$ cat src/design/cfs_pkg.sv
// ----------------------------------------------------------------------------
// Compensated float sum package
// Types and constants shared by the front end, the back end and the checker.
// ----------------------------------------------------------------------------
package cfs_pkg;

	localparam int QUEUE_DEPTH = 4;
	localparam int QPTR_W = 2;
	localparam int QCNT_W = 3;

	localparam logic [1:0] STATUS_OK = 2'd0;
	localparam logic [1:0] STATUS_INVALID = 2'd1;
	localparam logic [1:0] STATUS_NONFINITE = 2'd2;

	localparam logic [63:0] FP_POS_ZERO = 64'h0000_0000_0000_0000;
	localparam logic [63:0] FP_DEFAULT_NAN = 64'hFFF8_0000_0000_0000;
	localparam logic [63:0] FP_QUIET_BIT = 64'h0008_0000_0000_0000;
	localparam logic [10:0] FP_EXP_ONES = 11'h7FF;

	typedef struct packed {
		logic [63:0] value;
		logic        last;
		logic        bad;
	} queue_item_t;

	typedef struct packed {
		logic        valid;
		logic [63:0] a;
		logic [63:0] b;
		logic        sub;
	} fadd_req_t;

endpackage

$ cat src/design/cfs_fadd.sv
// ----------------------------------------------------------------------------
// Double precision adder
// Four stage pipeline: unpack and swap, align and add, normalize, round.
// ----------------------------------------------------------------------------
module cfs_fadd (
	input  logic              clk,
	input  logic              arst_n,
	input  cfs_pkg::fadd_req_t req,
	output logic              res_valid,
	output logic [63:0]       res
);

	function automatic logic [5:0] lzc56(input logic [55:0] x);
		logic [5:0] n;
		n = 6'd56;
		for (int i = 0; i < 56; i++) begin
			if (x[i]) begin
				n = 6'(55 - i);
			end
		end
		return n;
	endfunction

	logic [63:0] bn;
	logic        a_nan, a_inf, b_nan, b_inf, swap;
	logic [63:0] big, sml, spec_res;
	logic [10:0] eb, es;

	logic        v_s1, spec_s1, sign_s1, sub_s1;
	logic [63:0] spec_res_s1;
	logic [10:0] exp_s1, diff_s1;
	logic [52:0] mb_s1, ms_s1;

	logic        v_s2, spec_s2, sign_s2, sub_s2;
	logic [63:0] spec_res_s2;
	logic [10:0] exp_s2;
	logic [56:0] sum_s2;

	logic        v_s3, spec_s3, sign_s3, zero_s3;
	logic [63:0] spec_res_s3;
	logic [11:0] exp_s3;
	logic [55:0] m_s3;

	logic        v_s4;
	logic [63:0] res_s4;

	logic [5:0]  dd;
	logic [55:0] ext, lost, al;
	logic [56:0] big57, sum;

	logic [5:0]  lz, sh;
	logic [10:0] lim;
	logic [55:0] m_n;
	logic [11:0] e_n;

	logic        up;
	logic [10:0] ef;
	logic [62:0] packed_v;
	logic [63:0] fin;

	always_comb begin
		bn = {req.b[63] ^ req.sub, req.b[62:0]};
		a_nan = (req.a[62:52] == cfs_pkg::FP_EXP_ONES) && (|req.a[51:0]);
		a_inf = (req.a[62:52] == cfs_pkg::FP_EXP_ONES) && !(|req.a[51:0]);
		b_nan = (bn[62:52] == cfs_pkg::FP_EXP_ONES) && (|bn[51:0]);
		b_inf = (bn[62:52] == cfs_pkg::FP_EXP_ONES) && !(|bn[51:0]);
		swap = bn[62:0] > req.a[62:0];
		big = swap ? bn : req.a;
		sml = swap ? req.a : bn;
		eb = (big[62:52] == 11'd0) ? 11'd1 : big[62:52];
		es = (sml[62:52] == 11'd0) ? 11'd1 : sml[62:52];
		if (a_nan) begin
			spec_res = req.a | cfs_pkg::FP_QUIET_BIT;
		end else if (b_nan) begin
			spec_res = req.b | cfs_pkg::FP_QUIET_BIT;
		end else if (a_inf && b_inf && (req.a[63] != bn[63])) begin
			spec_res = cfs_pkg::FP_DEFAULT_NAN;
		end else if (a_inf) begin
			spec_res = req.a;
		end else begin
			spec_res = bn;
		end
	end

	always_comb begin
		dd = (|diff_s1[10:6]) ? 6'd63 : diff_s1[5:0];
		ext = {ms_s1, 3'b000};
		lost = ext & ~({56{1'b1}} << dd);
		al = (ext >> dd) | {55'd0, |lost};
		big57 = {1'b0, mb_s1, 3'b000};
		sum = sub_s1 ? (big57 - {1'b0, al}) : (big57 + {1'b0, al});
	end

	always_comb begin
		lz = lzc56(sum_s2[55:0]);
		lim = exp_s2 - 11'd1;
		sh = ({5'd0, lz} > lim) ? lim[5:0] : lz;
		if (sum_s2[56]) begin
			m_n = {sum_s2[56:2], sum_s2[1] | sum_s2[0]};
			e_n = {1'b0, exp_s2} + 12'd1;
		end else begin
			m_n = sum_s2[55:0] << sh;
			e_n = {1'b0, exp_s2} - {6'd0, sh};
		end
	end

	always_comb begin
		up = m_s3[2] & (m_s3[1] | m_s3[0] | m_s3[3]);
		ef = m_s3[55] ? exp_s3[10:0] : 11'd0;
		packed_v = {ef, m_s3[54:3]} + {62'd0, up};
		if (spec_s3) begin
			fin = spec_res_s3;
		end else if (zero_s3) begin
			fin = {sign_s3, 63'd0};
		end else if (exp_s3 >= {1'b0, cfs_pkg::FP_EXP_ONES}) begin
			fin = {sign_s3, cfs_pkg::FP_EXP_ONES, 52'd0};
		end else begin
			fin = {sign_s3, packed_v};
		end
	end

	always_ff @(posedge clk or negedge arst_n) begin
		if (!arst_n) begin
			v_s1 <= 1'b0;
			v_s2 <= 1'b0;
			v_s3 <= 1'b0;
			v_s4 <= 1'b0;
		end else begin
			v_s1 <= req.valid;
			v_s2 <= v_s1;
			v_s3 <= v_s2;
			v_s4 <= v_s3;
		end
	end

	always_ff @(posedge clk) begin
		spec_s1 <= a_nan | a_inf | b_nan | b_inf;
		spec_res_s1 <= spec_res;
		sign_s1 <= big[63];
		sub_s1 <= big[63] ^ sml[63];
		exp_s1 <= eb;
		diff_s1 <= eb - es;
		mb_s1 <= {big[62:52] != 11'd0, big[51:0]};
		ms_s1 <= {sml[62:52] != 11'd0, sml[51:0]};

		spec_s2 <= spec_s1;
		spec_res_s2 <= spec_res_s1;
		sign_s2 <= sign_s1;
		sub_s2 <= sub_s1;
		exp_s2 <= exp_s1;
		sum_s2 <= sum;

		spec_s3 <= spec_s2;
		spec_res_s3 <= spec_res_s2;
		zero_s3 <= (sum_s2 == 57'd0);
		sign_s3 <= (sum_s2 == 57'd0 && sub_s2) ? 1'b0 : sign_s2;
		exp_s3 <= e_n;
		m_s3 <= m_n;

		res_s4 <= fin;
	end

	assign res_valid = v_s4;
	assign res = res_s4;

endmodule

$ cat src/design/cfs_front.sv
// ----------------------------------------------------------------------------
// Compensated float sum front end
// Accepts values, marks invalid ones and queues them for the back end.
// ----------------------------------------------------------------------------
module cfs_front (
	input  logic                 clk,
	input  logic                 arst_n,
	input  logic                 value_valid,
	output logic                 value_stall,
	input  logic [63:0]          value_bits,
	input  logic                 last_item,
	output logic                 q_valid,
	output cfs_pkg::queue_item_t q_item,
	input  logic                 q_pop
);

	cfs_pkg::queue_item_t mem_q [cfs_pkg::QUEUE_DEPTH];
	logic [cfs_pkg::QPTR_W-1:0] wr_ptr_q, rd_ptr_q;
	logic [cfs_pkg::QCNT_W-1:0] cnt_q;
	logic push, pop;
	cfs_pkg::queue_item_t in_item;

	always_comb begin
		in_item.value = value_bits;
		in_item.last = last_item;
		in_item.bad = (value_bits[62:52] == cfs_pkg::FP_EXP_ONES) ||
			(value_bits[63] && (|value_bits[62:0]));
	end

	assign value_stall = (cnt_q == cfs_pkg::QCNT_W'(cfs_pkg::QUEUE_DEPTH));
	assign push = value_valid && !value_stall;
	assign q_valid = (cnt_q != '0);
	assign pop = q_pop && q_valid;
	assign q_item = mem_q[rd_ptr_q];

	always_ff @(posedge clk) begin
		if (push) begin
			mem_q[wr_ptr_q] <= in_item;
		end
	end

	always_ff @(posedge clk or negedge arst_n) begin
		if (!arst_n) begin
			wr_ptr_q <= '0;
			rd_ptr_q <= '0;
			cnt_q <= '0;
		end else begin
			if (push) begin
				wr_ptr_q <= wr_ptr_q + 1'b1;
			end
			if (pop) begin
				rd_ptr_q <= rd_ptr_q + 1'b1;
			end
			if (push && !pop) begin
				cnt_q <= cnt_q + 1'b1;
			end else if (pop && !push) begin
				cnt_q <= cnt_q - 1'b1;
			end
		end
	end

endmodule

$ cat src/design/cfs_back.sv
// ----------------------------------------------------------------------------
// Compensated float sum back end
// Runs the compensated add steps on the shared adder and holds the result.
// ----------------------------------------------------------------------------
module cfs_back #(
	parameter int COUNT_WIDTH = 32
) (
	input  logic                 clk,
	input  logic                 arst_n,
	input  logic                 q_valid,
	input  cfs_pkg::queue_item_t q_item,
	output logic                 q_pop,
	output logic                 result_valid,
	input  logic                 result_stall,
	output logic [63:0]          total_bits,
	output logic [31:0]          run_length,
	output logic [1:0]           status
);

	typedef enum logic [2:0] {
		ST_IDLE, ST_CAND, ST_DIFF, ST_CORR, ST_ERR, ST_TOTAL, ST_EMIT
	} state_t;

	state_t state_q;
	logic busy_q, last_q, bad_q, ge_q;
	logic [63:0] sum_q, err_q, cand_q, tmp_q, val_q;
	logic [COUNT_WIDTH-1:0] cnt_q;
	logic [31:0] cnt_out;
	logic out_valid_q;
	logic [63:0] out_total_q;
	logic [31:0] out_count_q;
	logic [1:0] out_status_q;
	cfs_pkg::fadd_req_t req;
	logic res_valid;
	logic [63:0] res;
	logic compute;

	generate
		if (COUNT_WIDTH > 32) begin : g_wide
			assign cnt_out = (|cnt_q[COUNT_WIDTH-1:32]) ? 32'hFFFF_FFFF : cnt_q[31:0];
		end else begin : g_narrow
			assign cnt_out = 32'(cnt_q);
		end
	endgenerate

	always_comb begin
		compute = (state_q == ST_CAND) || (state_q == ST_DIFF) || (state_q == ST_CORR) ||
			(state_q == ST_ERR) || (state_q == ST_TOTAL);
		req.valid = compute && !busy_q;
		req.a = sum_q;
		req.b = val_q;
		req.sub = 1'b0;
		unique case (state_q)
			ST_DIFF: begin
				req.a = ge_q ? sum_q : val_q;
				req.b = cand_q;
				req.sub = 1'b1;
			end
			ST_CORR: begin
				req.a = tmp_q;
				req.b = ge_q ? val_q : sum_q;
			end
			ST_ERR: begin
				req.a = err_q;
				req.b = tmp_q;
			end
			ST_TOTAL: begin
				req.a = sum_q;
				req.b = err_q;
			end
			default: begin
				req.a = sum_q;
				req.b = val_q;
			end
		endcase
	end

	assign q_pop = (state_q == ST_IDLE) && q_valid;

	cfs_fadd u_fadd (
		.clk       (clk),
		.arst_n    (arst_n),
		.req       (req),
		.res_valid (res_valid),
		.res       (res)
	);

	always_ff @(posedge clk or negedge arst_n) begin
		if (!arst_n) begin
			state_q <= ST_IDLE;
			busy_q <= 1'b0;
			last_q <= 1'b0;
			bad_q <= 1'b0;
			ge_q <= 1'b0;
			sum_q <= cfs_pkg::FP_POS_ZERO;
			err_q <= cfs_pkg::FP_POS_ZERO;
			cand_q <= cfs_pkg::FP_POS_ZERO;
			tmp_q <= cfs_pkg::FP_POS_ZERO;
			val_q <= cfs_pkg::FP_POS_ZERO;
			cnt_q <= '0;
			out_valid_q <= 1'b0;
			out_total_q <= '0;
			out_count_q <= '0;
			out_status_q <= cfs_pkg::STATUS_OK;
		end else begin
			if (out_valid_q && !result_stall && (state_q != ST_EMIT)) begin
				out_valid_q <= 1'b0;
			end
			if (req.valid) begin
				busy_q <= 1'b1;
			end
			unique case (state_q)
				ST_IDLE: begin
					if (q_valid) begin
						val_q <= q_item.value;
						last_q <= q_item.last;
						ge_q <= !((sum_q[62:52] == cfs_pkg::FP_EXP_ONES) && (|sum_q[51:0])) &&
							(sum_q[62:0] >= q_item.value[62:0]);
						if (cnt_q != '1) begin
							cnt_q <= cnt_q + 1'b1;
						end
						if (q_item.bad) begin
							bad_q <= 1'b1;
							state_q <= q_item.last ? ST_EMIT : ST_IDLE;
						end else begin
							state_q <= ST_CAND;
						end
					end
				end
				ST_CAND: begin
					if (res_valid) begin
						busy_q <= 1'b0;
						cand_q <= res;
						state_q <= ST_DIFF;
					end
				end
				ST_DIFF: begin
					if (res_valid) begin
						busy_q <= 1'b0;
						tmp_q <= res;
						state_q <= ST_CORR;
					end
				end
				ST_CORR: begin
					if (res_valid) begin
						busy_q <= 1'b0;
						tmp_q <= res;
						state_q <= ST_ERR;
					end
				end
				ST_ERR: begin
					if (res_valid) begin
						busy_q <= 1'b0;
						err_q <= res;
						sum_q <= cand_q;
						state_q <= last_q ? ST_TOTAL : ST_IDLE;
					end
				end
				ST_TOTAL: begin
					if (res_valid) begin
						busy_q <= 1'b0;
						tmp_q <= res;
						state_q <= ST_EMIT;
					end
				end
				ST_EMIT: begin
					if (!out_valid_q || !result_stall) begin
						out_valid_q <= 1'b1;
						out_count_q <= cnt_out;
						if (bad_q) begin
							out_total_q <= '0;
							out_status_q <= cfs_pkg::STATUS_INVALID;
						end else begin
							out_total_q <= tmp_q;
							out_status_q <= (tmp_q[62:52] == cfs_pkg::FP_EXP_ONES) ?
								cfs_pkg::STATUS_NONFINITE : cfs_pkg::STATUS_OK;
						end
						sum_q <= cfs_pkg::FP_POS_ZERO;
						err_q <= cfs_pkg::FP_POS_ZERO;
						cnt_q <= '0;
						bad_q <= 1'b0;
						state_q <= ST_IDLE;
					end
				end
				default: begin
					state_q <= ST_IDLE;
				end
			endcase
		end
	end

	assign result_valid = out_valid_q;
	assign total_bits = out_total_q;
	assign run_length = out_count_q;
	assign status = out_status_q;

endmodule

$ cat src/design/compensated_float_sum_unit.sv
// A run's last valid value gives its result after the queue, its four dependent
// adds and a final total add on the four stage adder, and the output register.
// Each valid value holds the back end until its adds finish; an invalid one uses no add.
// A four entry queue decouples input transfers from the back end.
// Reset clears the running sum, correction, count and error flag at once.
// ----------------------------------------------------------------------------
// Compensated float sum unit
// Neumaier compensated summation of a run of doubles with a final report.
// ----------------------------------------------------------------------------
module compensated_float_sum_unit #(
	parameter int COUNT_WIDTH = 32
) (
	input  logic        clk,
	input  logic        arst_n,
	input  logic        value_valid,
	output logic        value_stall,
	input  logic [63:0] value_bits,
	input  logic        last_item,
	output logic        result_valid,
	input  logic        result_stall,
	output logic [63:0] total_bits,
	output logic [31:0] run_length,
	output logic [1:0]  status
);

	logic                 q_valid;
	logic                 q_pop;
	cfs_pkg::queue_item_t q_item;

	cfs_front u_front (
		.clk         (clk),
		.arst_n      (arst_n),
		.value_valid (value_valid),
		.value_stall (value_stall),
		.value_bits  (value_bits),
		.last_item   (last_item),
		.q_valid     (q_valid),
		.q_item      (q_item),
		.q_pop       (q_pop)
	);

	cfs_back #(
		.COUNT_WIDTH (COUNT_WIDTH)
	) u_back (
		.clk          (clk),
		.arst_n       (arst_n),
		.q_valid      (q_valid),
		.q_item       (q_item),
		.q_pop        (q_pop),
		.result_valid (result_valid),
		.result_stall (result_stall),
		.total_bits   (total_bits),
		.run_length   (run_length),
		.status       (status)
	);

endmodule

$ cat config.mk
export PLATFORM = sky130hd
export DESIGN_NAME = compensated_float_sum_unit
export DESIGN_NICKNAME = d
export VERILOG_FILES = /design/src/design/cfs_pkg.sv /design/src/design/cfs_fadd.sv /design/src/design/cfs_front.sv /design/src/design/cfs_back.sv /design/src/design/compensated_float_sum_unit.sv
export SDC_FILE = /design/constraint.sdc
export NUM_CORES = 2
export LEC_CHECK = 0
export ABC_AREA = 1
export BUFFER_PORTS_ARGS = -buffer_cell sky130_fd_sc_hd__buf_2
export CAP_MARGIN = 10
export CORE_MARGIN = 1
export CORE_UTILIZATION = 31
export CTS_BUF_LIST = sky130_fd_sc_hd__clkbuf_16
export CTS_CLUSTER_SIZE = 24
export DETAILED_ROUTE_END_ITERATION = 7
export GPL_TIMING_DRIVEN = 0
export REMOVE_ABC_BUFFERS = 1
export SYNTH_ARGS = -nofsm -noshare
export SYNTH_HDL_FRONTEND = slang
export SYNTH_SLANG_ARGS = --single-unit
$ cat constraint.sdc
create_clock -name clk -period 8.75 [get_ports clk]
set_input_delay 1.75 -clock clk [delete_from_list [all_inputs] [get_ports clk]]
set_output_delay 1.75 -clock clk [all_outputs]
set_load 0.01 [all_outputs]
==> metrics.md <==
| Metric | Value |
|---|---|
| Detailed-route wire length | `246600 microns` |
| Cts bufs inserted | `138` |
| Post-synth EDFFs | `264` |
| Row cnt | `168` |
| Status | `finished, violations left` |
| Max Clk Rate | `117.4 MHz` |
| Synthesis Warnings | `0` |
| Worst-skew pair later-pin latency | `820 ps` |
| GP Congestion | `0.9717` |
| Hold WS | `320.7 ps` |
| Max VDD drop | `0.0005265 V` |
| CP dominant cell by count | `nor2_1` |
| Met1 Use GR | `31.00%` |
| Relative slew slack | `-0.7376%` |
| WHS Path Cells | `0` |
| Top cells by area, synth | `dfrtp_1 (18%), dfxtp_1 (16%), edfxtp_1 (12%), nand2_1 (9.3%), o21ai_0 (7.7%)` |
| CTS root buffer | `clkbuf_16` |
| RR Startpoint | `u_back.state_q[2]` |
| First-pass GRT wire length | `364100 microns` |
| Clock Pin Slew Worst Setup and Hold Paths | `70 ps` |
| Overflow after GRT | `0` |
| DR pass1 iterations | `7` |
| GRT busiest layer | `met2` |
| Vias | `59920` |
| Final #Nets | `8548` |
| Chip Width | `461.8 microns` |
| Largest net degree at the start of global routing | `112` |
| Clock skew | `32.85 ps` |
| Chip height | `461.8 microns` |
| Slowest-stage cell, CP | `nor2_1` |
| Most frequent cell after synthesis | `nand2_1` |
| Endpoint type of the worst setup path | `flop` |
| CP required | `9490 ps` |
| Mapped Area | `65530 sq um` |
| Max-cap violations | `1` |
| Yosys reg bits | `1262` |
| Post-Syn Instances | `8273` |
| Hold_sp | `u_back.u_fadd.spec_res_s2[49]` |
| Final Setup Violations | `0` |
| Routed WL per cell | `22.15 microns` |
| Total die area | `213200 sq um` |
| GR Util All Layers | `22.49%` |
| DR iter-0 viols | `6212` |
| Period utilisation layout | `97.36%` |
| DRT antenna net count | `0` |
| Failing checks | `max-capacitance violations, max-slew violations` |
| HP Class | `reg2reg` |
| Average size of a mapped cell | `7.921 sq um` |
| Sink Count | `1262` |
| CTS tree | `yes` |
| Met2 global-route usage | `34.79%` |
| Static Leak | `32.27 nW` |
| Util after Layout | `35.64%` |
| Clock Tree Buf Depth | `3` |
| Register area share after synthesis | `46.17%` |
| Share of layout cells above drive strength 1 | `7.534%` |
| Area leader, netlist | `dfrtp_1` |
| Most frequent cells after synthesis | `nand2_1 (1621), o21ai_0 (1008), inv_1 (969)` |
| Post-DP HPWL | `183500 microns` |
| Distinct cells, synth | `74` |
| Initial Utilization | `31.24%` |
| Multi-input logic area | `30290 sq um` |
| R2r worst-path depth | `34` |
| Dominant synthesized flop cell | `dfxtp_1` |
| Max Transition Viols Final | `6` |
| # H-tree levels | `4` |
| Fraction of registers with async set/reset | `37.16%` |
| CP peak stage delay | `730 ps` |
| Fill count | `21950` |
| Crit-path max FO | `39` |
| DRC Markers | `0` |
| Pwr Total | `0.03470 W` |
| Vias in the first global route | `56280` |
| Worst Tran Pin Value | `1502 ps` |
| CP Class | `reg2reg` |
| Synth top area share | `17.91%` |
| Tmin final | `8519 ps` |
| Initial antenna violation count | `7` |
| Final hold viol count | `0` |
| Pwr Density | `464.1 nW/um^2` |
| Core Area | `209800 sq um` |
| R2r setup slk | `230 ps` |
| Post-DR vias/cell | `5.383` |
| I/O pin count | `169` |
| # port buffers | `168` |
| Worst hold endpoint | `u_back.u_fadd.spec_res_s3[49]` |
| Critical Path Source Type | `flop` |
| Arrival @ worst endpoint | `9260 ps` |
| GRT met3 Usage | `3.189%` |
| Crit-path leading delay family | `simple AND/OR/NAND/NOR gates` |
| Worst r2r dst | `u_back.u_fadd.diff_s1[10]` |
| Area growth, synth to finish | `14.09%` |
| Register area | `30270 sq um` |
| Buf+Inv Stages, Crit Path | `8` |
## how the worst max path moves through the flow
stage / from / to / cells past startpoint
2_1_floorplan: u_back.state_q[1] / u_back.u_fadd.diff_s1[10] / 35
5_1_grt: u_back.u_fadd.sum_s2[2] / u_back.u_fadd.exp_s3[11] / 80
6_report: u_back.state_q[2] / u_back.u_fadd.diff_s1[10] / 34
3_3_place_gp: u_back.state_q[1] / u_back.u_fadd.diff_s1[10] / 31
4_1_cts: u_back.state_q[2] / u_back.u_fadd.diff_s1[10] / 41
3_5_place_dp: u_back.state_q[2] / u_back.u_fadd.diff_s1[10] / 36
## cell type report
cell class / instances / share of cell area [%]
timing repair buffer: 251 / 3.257
tap: 2805 / 4.694
clock buffer: 140 / 4.686
inverter: 994 / 5.116
timing repair inverter: 1 / 0.006694
multi-input combinational: 5557 / 40.51
antenna: 5 / 0.01673
clock inverter: 117 / 1.230
sequential: 1262 / 40.48
## through the flow
step           worst slack (ps)  area [sq um]   TNS, ps  std cells
3_5_place_dp             -612.8         69900     -2630      10850
4_1_cts                  -52.73         74360    -52.73      11110
5_1_grt                  -17.88         74760    -24.05      11130
2_1_floorplan             -4610         63760   -262860       7807
6_report                  231.0         74770         0      11130
3_3_place_gp             -15100         68110  -5499460      10780
## report_power, final
group / internal (W) / total [W] / switching, W / leakage, nW
Clock: 0.00312 / 0.00571 / 0.00259 / 2.27
Sequential: 0.00836 / 0.0102 / 0.00180 / 13.0
Combinational: 0.00572 / 0.0188 / 0.0131 / 17.0
## cell families after synthesis
logic type	count (synthesis)	synth area share, %
xor+xnor	84	1.123
fa+ha+maj	274	5.277
buf+inv	1460	8.393
flops	1262	46.17
simple gates	3092	20.45
mux	9	0.1413
compound gates	2092	18.45
## cell usage in the layout, fill, tap and decap left out, drive strengths merged, types with 8 or more instances in the layout
master / count
o31ai: 28
clkbuf: 141
a22o: 13
nand3: 717
nor4: 76
inv: 1035
o22ai: 205
edfxtp: 264
o311ai: 9
nor2: 463
clkinvlp: 12
nand2: 1631
o221ai: 35
clkinv: 60
o21bai: 8
buf: 250
dfxtp: 529
a31oi: 21
dfrtp: 469
o211ai: 41
or2: 8
a32o: 76
nor3: 75
a211oi: 91
ha: 270
nand4: 105
xor2: 78
a221oi: 28
o2111ai: 14
a21oi: 423
o21a: 12
o21ai: 1056
nor3b: 9
## layer usage
| layer | wire length [microns] | part of all wire, % | vias up |
|---|---|---|---|
| li1 | - | - | 28140 |
| met1 | 107500 | 44 | 28900 |
| met2 | 109100 | 44 | 2463 |
| met3 | 18400 | 7.5 | 419 |
| met4 | 11550 | 4.7 | 0 |
| met5 | 0 | 0 | - |
## timing repair
action | CTS | global route
gates resized for setup | 16 | 64
gates cloned | 0 | 7
hold buffers | 0 | 0
setup endpoints to repair | 11 | 23
buffers inserted | 0 | 9
pin swaps | 0 | 12
## registers in the layout, indices dropped and copies added (netlist names), 53 cells and up
| name | flops |
|---|---|
| u_front.mem_q | 264 |
| u_back.cand_q | 64 |
| u_back.err_q | 64 |
| u_back.sum_q | 64 |
| u_back.tmp_q | 64 |
| u_back.total_bits | 64 |
| u_back.u_fadd.res | 64 |
| u_back.u_fadd.spec_res_s1 | 64 |
| u_back.u_fadd.spec_res_s2 | 64 |
| u_back.u_fadd.spec_res_s3 | 64 |
| u_back.val_q | 64 |
| u_back.u_fadd.sum_s2 | 57 |
| u_back.u_fadd.m_s3 | 56 |
| u_back.u_fadd.mb_s1 | 53 |
| u_back.u_fadd.ms_s1 | 53 |
## worst reg2reg max path: cells and delay by family (launching register included)
kind                       cells  cell delay, ps
and+or+nand+nor               15            3560
buffers and inverters          8            1770
AOI/OAI and AO/OA              7            1730
adders and majority gates      3             810
DFF                            1             410
xor gates and xnor gates       1             150
(Power assumes the default switching activity.)
